**src/mtt_pkg.sv**
```systemverilog
// Package with the constants, codes and sine table of the millidegree trig unit.
`default_nettype none

package mtt_pkg;

  // Operation codes.
  localparam logic [1:0] OpSine    = 2'd0;
  localparam logic [1:0] OpCosine  = 2'd1;
  localparam logic [1:0] OpTangent = 2'd2;

  // Angle constants in millidegrees.
  localparam int FullTurn     = 360000;
  localparam int Quarter      = 90000;
  localparam int HalfTurn     = 180000;
  localparam int ThreeQuarter = 270000;

  // The input angle is biased by 2^31 to make it unsigned; this is 2^31 mod 360000.
  localparam int BiasRem = 83648;

  // 360000 = 64 * 5625, so the quotient comes from (u >> 6) times a reciprocal of 5625.
  localparam int RecipShift = 38;
  localparam logic [25:0] RecipTurn = 26'((64'd1 << RecipShift) / 64'd5625);

  // Reciprocal of 1000 for taking the whole-degree part of a folded angle.
  localparam int DegShift = 27;
  localparam logic [17:0] RecipDeg = 18'(((64'd1 << DegShift) + 64'd999) / 64'd1000);

  localparam logic [31:0] TanSat = 32'h7FFF_FFFF;

  // Entry d holds 1000 * sin(d degrees), truncated.
  localparam logic [9:0] SineRom [91] = '{
    10'd0,   10'd17,  10'd34,  10'd52,  10'd69,  10'd87,  10'd104, 10'd121, 10'd139, 10'd156,
    10'd173, 10'd190, 10'd207, 10'd224, 10'd241, 10'd258, 10'd275, 10'd292, 10'd309, 10'd325,
    10'd342, 10'd358, 10'd374, 10'd390, 10'd406, 10'd422, 10'd438, 10'd453, 10'd469, 10'd484,
    10'd500, 10'd515, 10'd529, 10'd544, 10'd559, 10'd573, 10'd587, 10'd601, 10'd615, 10'd629,
    10'd642, 10'd656, 10'd669, 10'd681, 10'd694, 10'd707, 10'd719, 10'd731, 10'd743, 10'd754,
    10'd766, 10'd777, 10'd788, 10'd798, 10'd809, 10'd819, 10'd829, 10'd838, 10'd848, 10'd857,
    10'd866, 10'd874, 10'd882, 10'd891, 10'd898, 10'd906, 10'd913, 10'd920, 10'd927, 10'd933,
    10'd939, 10'd945, 10'd951, 10'd956, 10'd961, 10'd965, 10'd970, 10'd974, 10'd978, 10'd981,
    10'd984, 10'd987, 10'd990, 10'd992, 10'd994, 10'd996, 10'd997, 10'd998, 10'd999, 10'd999,
    10'd1000
  };

  // Side information that travels next to the divider.
  typedef struct packed {
    logic [1:0]        op;
    logic signed [10:0] sval;
    logic signed [10:0] cval;
    logic              czero;
    logic              negq;
  } side_t;

endpackage

`default_nettype wire

```
**src/mtt_if.sv**
```systemverilog
// Handshake interfaces for the angle input channel and the result channel.
`default_nettype none

interface mtt_in_if;
  logic              valid;
  logic              ready;
  logic [1:0]        opcode;
  logic signed [31:0] angle;

  modport source (output valid, output opcode, output angle, input ready);
  modport sink (input valid, input opcode, input angle, output ready);
endinterface

interface mtt_out_if;
  logic              valid;
  logic              ready;
  logic signed [31:0] value;

  modport source (output valid, output value, input ready);
  modport sink (input valid, input value, output ready);
endinterface

`default_nettype wire

```
**src/mtt_div.sv**
```systemverilog
// Three-stage restoring divider of small magnitudes, two quotient bits per stage.
`default_nettype none

module mtt_div (
  input  wire logic       clk_i,
  input  wire logic [2:0] en_i,
  input  wire logic [9:0] num_i,
  input  wire logic [9:0] den_i,
  output logic [5:0]      quot_o
);
  import mtt_pkg::*;

  logic [9:0] rem_q  [2];
  logic [9:0] rem_d  [3];
  logic [9:0] den_q  [2];
  logic [5:0] quot_q [3];
  logic [5:0] quot_d [3];

  // Two restoring steps for quotient bits hi and hi-1; returns {quotient, remainder}.
  function automatic logic [15:0] step2(logic [9:0] rem, logic [9:0] den,
                                        logic [5:0] quot, int unsigned hi);
    logic [15:0] r;
    logic [15:0] d;
    logic [5:0]  q;
    r = {6'b0, rem};
    q = quot;
    for (int unsigned k = 0; k < 2; k++) begin
      d = {6'b0, den} << (hi - k);
      if (r >= d) begin
        r = r - d;
        q[hi - k] = 1'b1;
      end
    end
    return {q, r[9:0]};
  endfunction

  always_comb begin
    {quot_d[0], rem_d[0]} = step2(num_i, den_i, 6'b0, 5);
    {quot_d[1], rem_d[1]} = step2(rem_q[0], den_q[0], quot_q[0], 3);
    {quot_d[2], rem_d[2]} = step2(rem_q[1], den_q[1], quot_q[1], 1);
  end

  always_ff @(posedge clk_i) begin
    if (en_i[0]) begin
      rem_q[0]  <= rem_d[0];
      quot_q[0] <= quot_d[0];
      den_q[0]  <= den_i;
    end
    if (en_i[1]) begin
      rem_q[1]  <= rem_d[1];
      quot_q[1] <= quot_d[1];
      den_q[1]  <= den_q[0];
    end
    if (en_i[2]) begin
      quot_q[2] <= quot_d[2];
    end
  end

  assign quot_o = quot_q[2];

endmodule

`default_nettype wire

```
**src/millidegree_table_trig_unit.sv**
```systemverilog
// Millidegree sine, cosine and tangent unit: ten-stage pipeline with a quarter-wave table.
//
// Usage: items arrive on in_i (opcode, signed angle in millidegrees) and results
// leave on out_o (value), both valid/ready channels; an item moves when valid
// and ready are high at a rising clock edge. Opcode 0 gives 1000*sin, 1 gives
// 1000*cos, 2 gives the truncated ratio sin/cos (0x7FFFFFFF when the cosine
// entry is zero) and 3 gives zero.
// Depth: an accepted item passes in order through the ten register stages:
// reciprocal multiply, remainder, wrap, quadrant fold, degree multiply, table
// read, three divider stages of two quotient bits each, and the output
// register, from which it leaves on out_o. While out_o.ready is high, every
// stage passes an item on each cycle, so one item is accepted every cycle.
// Every stage holds its own valid bit and advances when it is empty or the next
// stage moves, so a stall at out_o fills the bubbles first and then holds
// in_i.ready low; nothing is dropped or repeated.
// Reset (rst_ni low, asynchronous) empties the pipeline; no other state exists.
`default_nettype none

module millidegree_table_trig_unit (
  input  wire logic clk_i,
  input  wire logic rst_ni,
  mtt_in_if.sink    in_i,
  mtt_out_if.source out_o
);
  import mtt_pkg::*;

  localparam int NumStages = 10;

  logic [NumStages-1:0] vld_q;
  logic [NumStages-1:0] en;

  // Stage 0: biased angle and reciprocal product.
  logic [31:0] u0_q;
  logic [51:0] prod0_q;
  logic [51:0] prod0_d;
  logic [1:0]  op0_q;
  // Stage 1: remainder, possibly one turn too large.
  logic [19:0] r1_q;
  logic [19:0] r1_d;
  logic [32:0] diff1;
  logic [1:0]  op1_q;
  // Stage 2: angle reduced to one turn.
  logic [18:0] a2_q;
  logic [18:0] a2_d;
  logic [19:0] r2;
  logic [1:0]  op2_q;
  // Stage 3: folded offsets and quadrant signs.
  logic [16:0] sx3_q, cx3_q, sx3_d, cx3_d;
  logic        sneg3_q, cneg3_q, sneg3_d, cneg3_d;
  logic [1:0]  op3_q;
  // Stage 4: table indexes.
  logic [34:0] sprod4, cprod4;
  logic [6:0]  sidx4_q, cidx4_q;
  logic        sneg4_q, cneg4_q;
  logic [1:0]  op4_q;
  // Stage 5: table values.
  logic [9:0]  smag5_q, cmag5_q;
  logic        sneg5_q, cneg5_q;
  logic [1:0]  op5_q;
  // Stages 6 to 8: divider and side information.
  side_t       side_q [3];
  side_t       side_d;
  logic [5:0]  quot;
  // Stage 9: result.
  logic [31:0] value_q;
  logic [31:0] value_d;

  // A stage loads when it is empty or when the stage after it moves.
  always_comb begin
    en[NumStages-1] = !vld_q[NumStages-1] || out_o.ready;
    for (int k = NumStages - 2; k >= 0; k--) begin
      en[k] = !vld_q[k] || en[k+1];
    end
  end

  assign in_i.ready = en[0];

  always_ff @(posedge clk_i or negedge rst_ni) begin
    if (!rst_ni) begin
      vld_q <= '0;
    end else begin
      if (en[0]) vld_q[0] <= in_i.valid;
      for (int k = 1; k < NumStages; k++) begin
        if (en[k]) vld_q[k] <= vld_q[k-1];
      end
    end
  end

  // Stage 0: floor(u / 360000) equals floor((u >> 6) / 5625).
  assign prod0_d = 52'({~in_i.angle[31], in_i.angle[30:6]}) * 52'(RecipTurn);

  // Stage 1: the estimated quotient is exact or one low, so the remainder is below two turns.
  assign diff1 = {1'b0, u0_q} - 33'(prod0_q[51:RecipShift]) * 33'(FullTurn);
  assign r1_d  = diff1[19:0];

  // Stage 2: finish the remainder, then remove the bias of the unsigned form.
  always_comb begin
    r2 = (r1_q >= 20'(FullTurn)) ? r1_q - 20'(FullTurn) : r1_q;
    if (r2 < 20'(BiasRem)) begin
      a2_d = 19'(r2 + 20'(FullTurn - BiasRem));
    end else begin
      a2_d = 19'(r2 - 20'(BiasRem));
    end
  end

  // Stage 3: fold into the first quadrant.
  always_comb begin
    if (a2_q <= 19'(Quarter)) begin
      sx3_d = a2_q[16:0];
      cx3_d = 17'(19'(Quarter) - a2_q);
      sneg3_d = 1'b0;
      cneg3_d = 1'b0;
    end else if (a2_q <= 19'(HalfTurn)) begin
      sx3_d = 17'(19'(HalfTurn) - a2_q);
      cx3_d = 17'(a2_q - 19'(Quarter));
      sneg3_d = 1'b0;
      cneg3_d = 1'b1;
    end else if (a2_q <= 19'(ThreeQuarter)) begin
      sx3_d = 17'(a2_q - 19'(HalfTurn));
      cx3_d = 17'(19'(ThreeQuarter) - a2_q);
      sneg3_d = 1'b1;
      cneg3_d = 1'b1;
    end else begin
      sx3_d = 17'(19'(FullTurn) - a2_q);
      cx3_d = 17'(a2_q - 19'(ThreeQuarter));
      sneg3_d = 1'b1;
      cneg3_d = 1'b0;
    end
  end

  // Stage 4: whole degrees of each offset by a reciprocal of 1000.
  assign sprod4 = 35'(sx3_q) * 35'(RecipDeg);
  assign cprod4 = 35'(cx3_q) * 35'(RecipDeg);

  // Stage 6 input: signed table values and the tangent sign.
  always_comb begin
    side_d.op    = op5_q;
    side_d.sval  = sneg5_q ? -$signed({1'b0, smag5_q}) : $signed({1'b0, smag5_q});
    side_d.cval  = cneg5_q ? -$signed({1'b0, cmag5_q}) : $signed({1'b0, cmag5_q});
    side_d.czero = (cmag5_q == 10'd0);
    side_d.negq  = sneg5_q ^ cneg5_q;
  end

  mtt_div u_div (
    .clk_i  (clk_i),
    .en_i   (en[8:6]),
    .num_i  (smag5_q),
    .den_i  (cmag5_q),
    .quot_o (quot)
  );

  // Stage 9: select the result.
  always_comb begin
    case (side_q[2].op)
      OpSine:   value_d = {{21{side_q[2].sval[10]}}, side_q[2].sval};
      OpCosine: value_d = {{21{side_q[2].cval[10]}}, side_q[2].cval};
      OpTangent: begin
        if (side_q[2].czero) begin
          value_d = TanSat;
        end else if (side_q[2].negq) begin
          value_d = -{26'b0, quot};
        end else begin
          value_d = {26'b0, quot};
        end
      end
      default:  value_d = '0;
    endcase
  end

  always_ff @(posedge clk_i) begin
    if (en[0]) begin
      u0_q    <= {~in_i.angle[31], in_i.angle[30:0]};
      prod0_q <= prod0_d;
      op0_q   <= in_i.opcode;
    end
    if (en[1]) begin
      r1_q  <= r1_d;
      op1_q <= op0_q;
    end
    if (en[2]) begin
      a2_q  <= a2_d;
      op2_q <= op1_q;
    end
    if (en[3]) begin
      sx3_q   <= sx3_d;
      cx3_q   <= cx3_d;
      sneg3_q <= sneg3_d;
      cneg3_q <= cneg3_d;
      op3_q   <= op2_q;
    end
    if (en[4]) begin
      sidx4_q <= sprod4[DegShift+6:DegShift];
      cidx4_q <= cprod4[DegShift+6:DegShift];
      sneg4_q <= sneg3_q;
      cneg4_q <= cneg3_q;
      op4_q   <= op3_q;
    end
    if (en[5]) begin
      smag5_q <= SineRom[sidx4_q];
      cmag5_q <= SineRom[cidx4_q];
      sneg5_q <= sneg4_q;
      cneg5_q <= cneg4_q;
      op5_q   <= op4_q;
    end
    if (en[6]) side_q[0] <= side_d;
    if (en[7]) side_q[1] <= side_q[0];
    if (en[8]) side_q[2] <= side_q[1];
    if (en[9]) value_q <= value_d;
  end

  assign out_o.valid = vld_q[NumStages-1];
  assign out_o.value = value_q;

endmodule

`default_nettype wire
```
**src/flat_wrapper.sv**
```systemverilog
// flat-port wrapper written by rule: the top's interface ports become plain ports
module millidegree_table_trig_unit_flat import mtt_pkg::*;
  (clk_i, rst_ni, in_i_valid, in_i_opcode, in_i_angle, in_i_ready, out_o_valid, out_o_value, out_o_ready);
  mtt_in_if in_i_i ();
  mtt_out_if out_o_i ();
  input  wire logic clk_i;
  input  wire logic rst_ni;
  input wire logic [$bits(in_i_i.valid)-1:0] in_i_valid;
  input wire logic [$bits(in_i_i.opcode)-1:0] in_i_opcode;
  input wire logic [$bits(in_i_i.angle)-1:0] in_i_angle;
  output wire logic [$bits(in_i_i.ready)-1:0] in_i_ready;
  output wire logic [$bits(out_o_i.valid)-1:0] out_o_valid;
  output wire logic [$bits(out_o_i.value)-1:0] out_o_value;
  input wire logic [$bits(out_o_i.ready)-1:0] out_o_ready;
  assign in_i_i.valid = in_i_valid;
  assign in_i_i.opcode = in_i_opcode;
  assign in_i_i.angle = in_i_angle;
  assign in_i_ready = in_i_i.ready;
  assign out_o_valid = out_o_i.valid;
  assign out_o_value = out_o_i.value;
  assign out_o_i.ready = out_o_ready;
  millidegree_table_trig_unit u_core (.clk_i(clk_i), .rst_ni(rst_ni), .in_i(in_i_i), .out_o(out_o_i));
endmodule
```
**config.mk**
```make
export PLATFORM = sky130hd
export DESIGN_NAME = millidegree_table_trig_unit_flat
export DESIGN_NICKNAME = d
export VERILOG_FILES = /design/src/mtt_pkg.sv /design/src/mtt_if.sv /design/src/mtt_div.sv /design/src/millidegree_table_trig_unit.sv /design/src/flat_wrapper.sv
export SDC_FILE = /design/constraint.sdc
export NUM_CORES = 2
export LEC_CHECK = 0
export BUFFER_PORTS_ARGS = -buffer_cell sky130_fd_sc_hd__buf_2
export CAP_MARGIN = 15
export CORE_MARGIN = 2
export CORE_UTILIZATION = 65
export CTS_CLUSTER_DIAMETER = 50
export DETAILED_ROUTE_END_ITERATION = 16
export HOLD_SLACK_MARGIN = 0.03
export PLACE_DENSITY = 0.82
export SLEW_MARGIN = 25
export SYNTH_ARGS = -nofsm -noshare
export SYNTH_HDL_FRONTEND = slang
export SYNTH_SLANG_ARGS = --single-unit
```
**constraint.sdc**
```tcl
create_clock -name clk_i -period 5.8 [get_ports clk_i]
set_input_delay 0.87 -clock clk_i [delete_from_list [all_inputs] [get_ports clk_i]]
set_output_delay 0.87 -clock clk_i [all_outputs]
set_load 0.01 [all_outputs]
```
==> impl_results.md <==
- Largest net degree at the start of global routing: 50
- Final worst setup slack: -0.8483 ns
- Post-layout util: 75.48%
- Die ar.: 0.06270 mm2
- Max Cap Viol: 0
- PortBufs: 71
- Met1 Track Usage GR: between 30% and 40%
- Cell total after placement: 4861
- Post-DP Area: 0.04284 mm2
- Net Count, Synth: 5007
- Most common cell after layout, fill and taps aside: inv_1
- Pins Over Slew Limit: 0
- Syn avg cell area: 10.33 um2
- Via count: 28916
- Post-DR vias/cell: 5.806
- Layout cells sized above 1: 16.66%
- DP HPWL: between 70 and 80 mm
- Reg-to-reg startpoint: u_core.sx3_q[6]
- Kind of critical path: in -> reg
- Busiest grt layer: met2
- Clock skew: 0.03058 ns
- R2R Path End: u_core.sidx4_q[6]
- CTS Root Cell: clkbuf_16
- Cell area after layout: approximately 0.045 mm2
- Row cnt: 90
- First-pass GRT wire length: roughly 150 mm
- Avg WL per Cell: 19.80 um
- Slew @ Worst Pin: 0.9618 ns
- DR pass1 iterations: 8
- Top_reg_cell synth: edfxtp_1
- Post-Synth Simple-Gate Area: 6.310%
- Final non-filler cell total: ~5000
- Die height: 250.4 um
- # DRC: 0
- Status: finished, violations left
- Failing checks: negative setup slack
- Deepest clock path buffer count: 3
- GRT Util Overall: 31.24%
- Seq/Total Area, Yosys: 23.46%
- Min Tclk post-route: 6.648 ns
- Maximum clock rate: 150.4 MHz
- Number of CTS-inserted buffers: 42
- Synth Cell Area: 0.03946 mm2
- EDFF count, synth: 300
- Cells on worst reg2reg path: 17
- GPL Wtd Cong: just under 1
- Setup violators final: 14
- Htree depth: 2
- Post-CTS Hold Buffers: 0
- FF-to-FF setup slack: 0.33 ns
- CP Launch Type: input pin
- Main combinational cell family by area after synthesis: adder cells
- Synth Area in XOR/XNOR: ~3.5%
- Slew HR: between 30% and 40%
- Yosys warnings: 0
- CP max FO: 5
- Post-Place Setup Slack: -1.320 ns
- Global-route met2 utilization: a little under three fifths
- Hold Fails Final Rpt: 0
- Vias in the first global route: 30475
- Die span in x: roughly 250 um
- Final net count: 5350
- WP data arrival: about 7.0 ns
- RSZ-0062 raised after global routing: yes
- Initial antenna violation count: 1
- Compound-cell area share of the yosys netlist: 9.693%
- Area delta synth->final: 15.02%
- Clock Latency Late Sink: around 0.58 ns
- Most frequent cells in the layout: inv_1, ha_1, fa_1
- Worst path required time: a little over 6 ns
- Initial DRC Count: 2128
- Initial Utilization: 65.62%
- CTS tree: done
- Post-Route WL: 98.59 mm
- Clk sinks: 310
- Gr ovfl total: 0
- Crit. End Element: flop
- Core area: 0.06013 mm2
- Yosys reg bits: 310
- Yosys cell types: 90
- Ys async rst share: 3.226%
- Final period util: 114.6%
- Adder-cell share of the synthesized area: 45.23%
- Post-Synthesis Cells: 3819
- Routed Antenna Nets: 0
- I/O pin total: 72
- Worst min path class: in -> async
- Reg clk slew, reported paths: 0.06 ns
- Post-synthesis mux area share: 1.674%
- Grt met3 use: 4.042%
## sequential cells by signal, summed over array words and instances (netlist names), 12 cells and up
register / flops
u_core.a2_q: 19
u_core.sx3_q: 16
u_core.u_div.rem_q: 20
u_core.cx3_q: 17
u_core.u_div.quot_q: 12
u_core.u_div.den_q: 18
u_core.side_q: 76
u_core.u0_q: 19
u_core.prod0_q: 15
u_core.out_o.value: 16
u_core.r1_q: 20
## through the flow
step                TNS, ns  hold WS [ns]
CTS                  -5.268        0.1507
floorplan            -4.438        0.4003
global route         -10.22        0.1718
finish               -8.980        0.1640
detailed placement   -16.29        0.4045
global placement     -14.40        0.4009
## layout make-up
type	count	area (um2)
multi-input cells	2466	27090
fillers	3754	14750
flip-flops and latches	310	9259
inverters	950	3626
repair buffers	392	2979
clock buffers	50	1101
well taps	782	978.4
clock inverters	28	349.1
diodes	2	5.005
## repair_timing
item                                    4_1_cts  5_1_grt
buffers inserted                             19       20
resized for setup                            83       93
pin swaps                                    81       88
endpoints found under the setup margin       14       23
## worst max-delay path, cell delays in order
cell and delay, ns:
buf_12 0.12, buf_8 0.13, buf_6 0.12, ha_4 0.29, inv_6 0.05, fa_2 0.45, fa_2 0.55, inv_2 0.05
fa_2 0.39, fa_1 0.51, fa_1 0.52, inv_2 0.04, fa_2 0.54, inv_2 0.05, ha_4 0.17, a2111oi_4 0.51
o21ai_2 0.14, a221o_2 0.46, o211ai_1 0.20, buf_4 0.17, o2111ai_2 0.15, a31o_2 0.26, a21oi_2 0.15, xnor2_1 0.09
## routing by layer
metal	vias to the layer above	part of all wire [%]
met4	0	6.3
met5	-	0
met3	386	5.6
met1	14117	38
met2	1110	50
li1	13303	-
## synth_stat cells, drive strengths merged, types with 6 or more instances
cell	number	area [um2]
o221ai	8	70.07
edfxtp	300	9009
nand4	23	143.9
xor2	51	446.7
o31ai	12	90.09
o21bai	16	123.9
or2	10	62.56
mux2	26	292.8
o22ai	19	125.1
nor3b	8	65.06
nand2	155	581.8
fa	461	9229
a41oi	6	52.55
a2111oi	8	70.07
xnor2	106	928.4
a211oi	26	195.2
ha	689	8621
clkbuf	57	214.0
mux4	7	157.7
nand3	40	205.2
mux2i	21	210.2
o211ai	20	150.1
a21oi	144	728.2
nand2b	30	187.7
and2	10	62.56
o21a	11	82.58
a311oi	8	76.32
buf	36	222.7
o41ai	6	60.06
o21ai	152	764.5
a31oi	22	143.9
a221oi	7	85.08
or3	11	68.82
a21boi	6	45.04
dfrtp	10	250.2
nor2	128	480.5
o311ai	9	78.83
nor4	6	43.79
nor3	42	210.2
a21o	64	480.5
nor2b	29	181.4
inv	947	3555
and3	13	81.33
## logic make-up after synthesis
group / after synthesis
compound gates: 587
buf+inv: 1043
mux: 54
xor+xnor: 157
fa+ha+maj: 1150
flops: 310
simple gates: 518
## how the worst max path moves through the flow
stage	from	endpoint	cells past startpoint
after floorplan	in_i_angle[30]	u_core.prod0_q[46]	22
after global placement	in_i_angle[18]	u_core.prod0_q[51]	24
after detailed placement	in_i_angle[18]	u_core.prod0_q[51]	24
after global routing	in_i_angle[16]	u_core.prod0_q[46]	24
final	in_i_angle[16]	u_core.prod0_q[46]	24
after CTS	in_i_angle[16]	u_core.prod0_q[46]	23
Power is left out: the tool's default activity adds up to more than one toggle a clock period on the data nets, which glitch-free logic cannot reach.
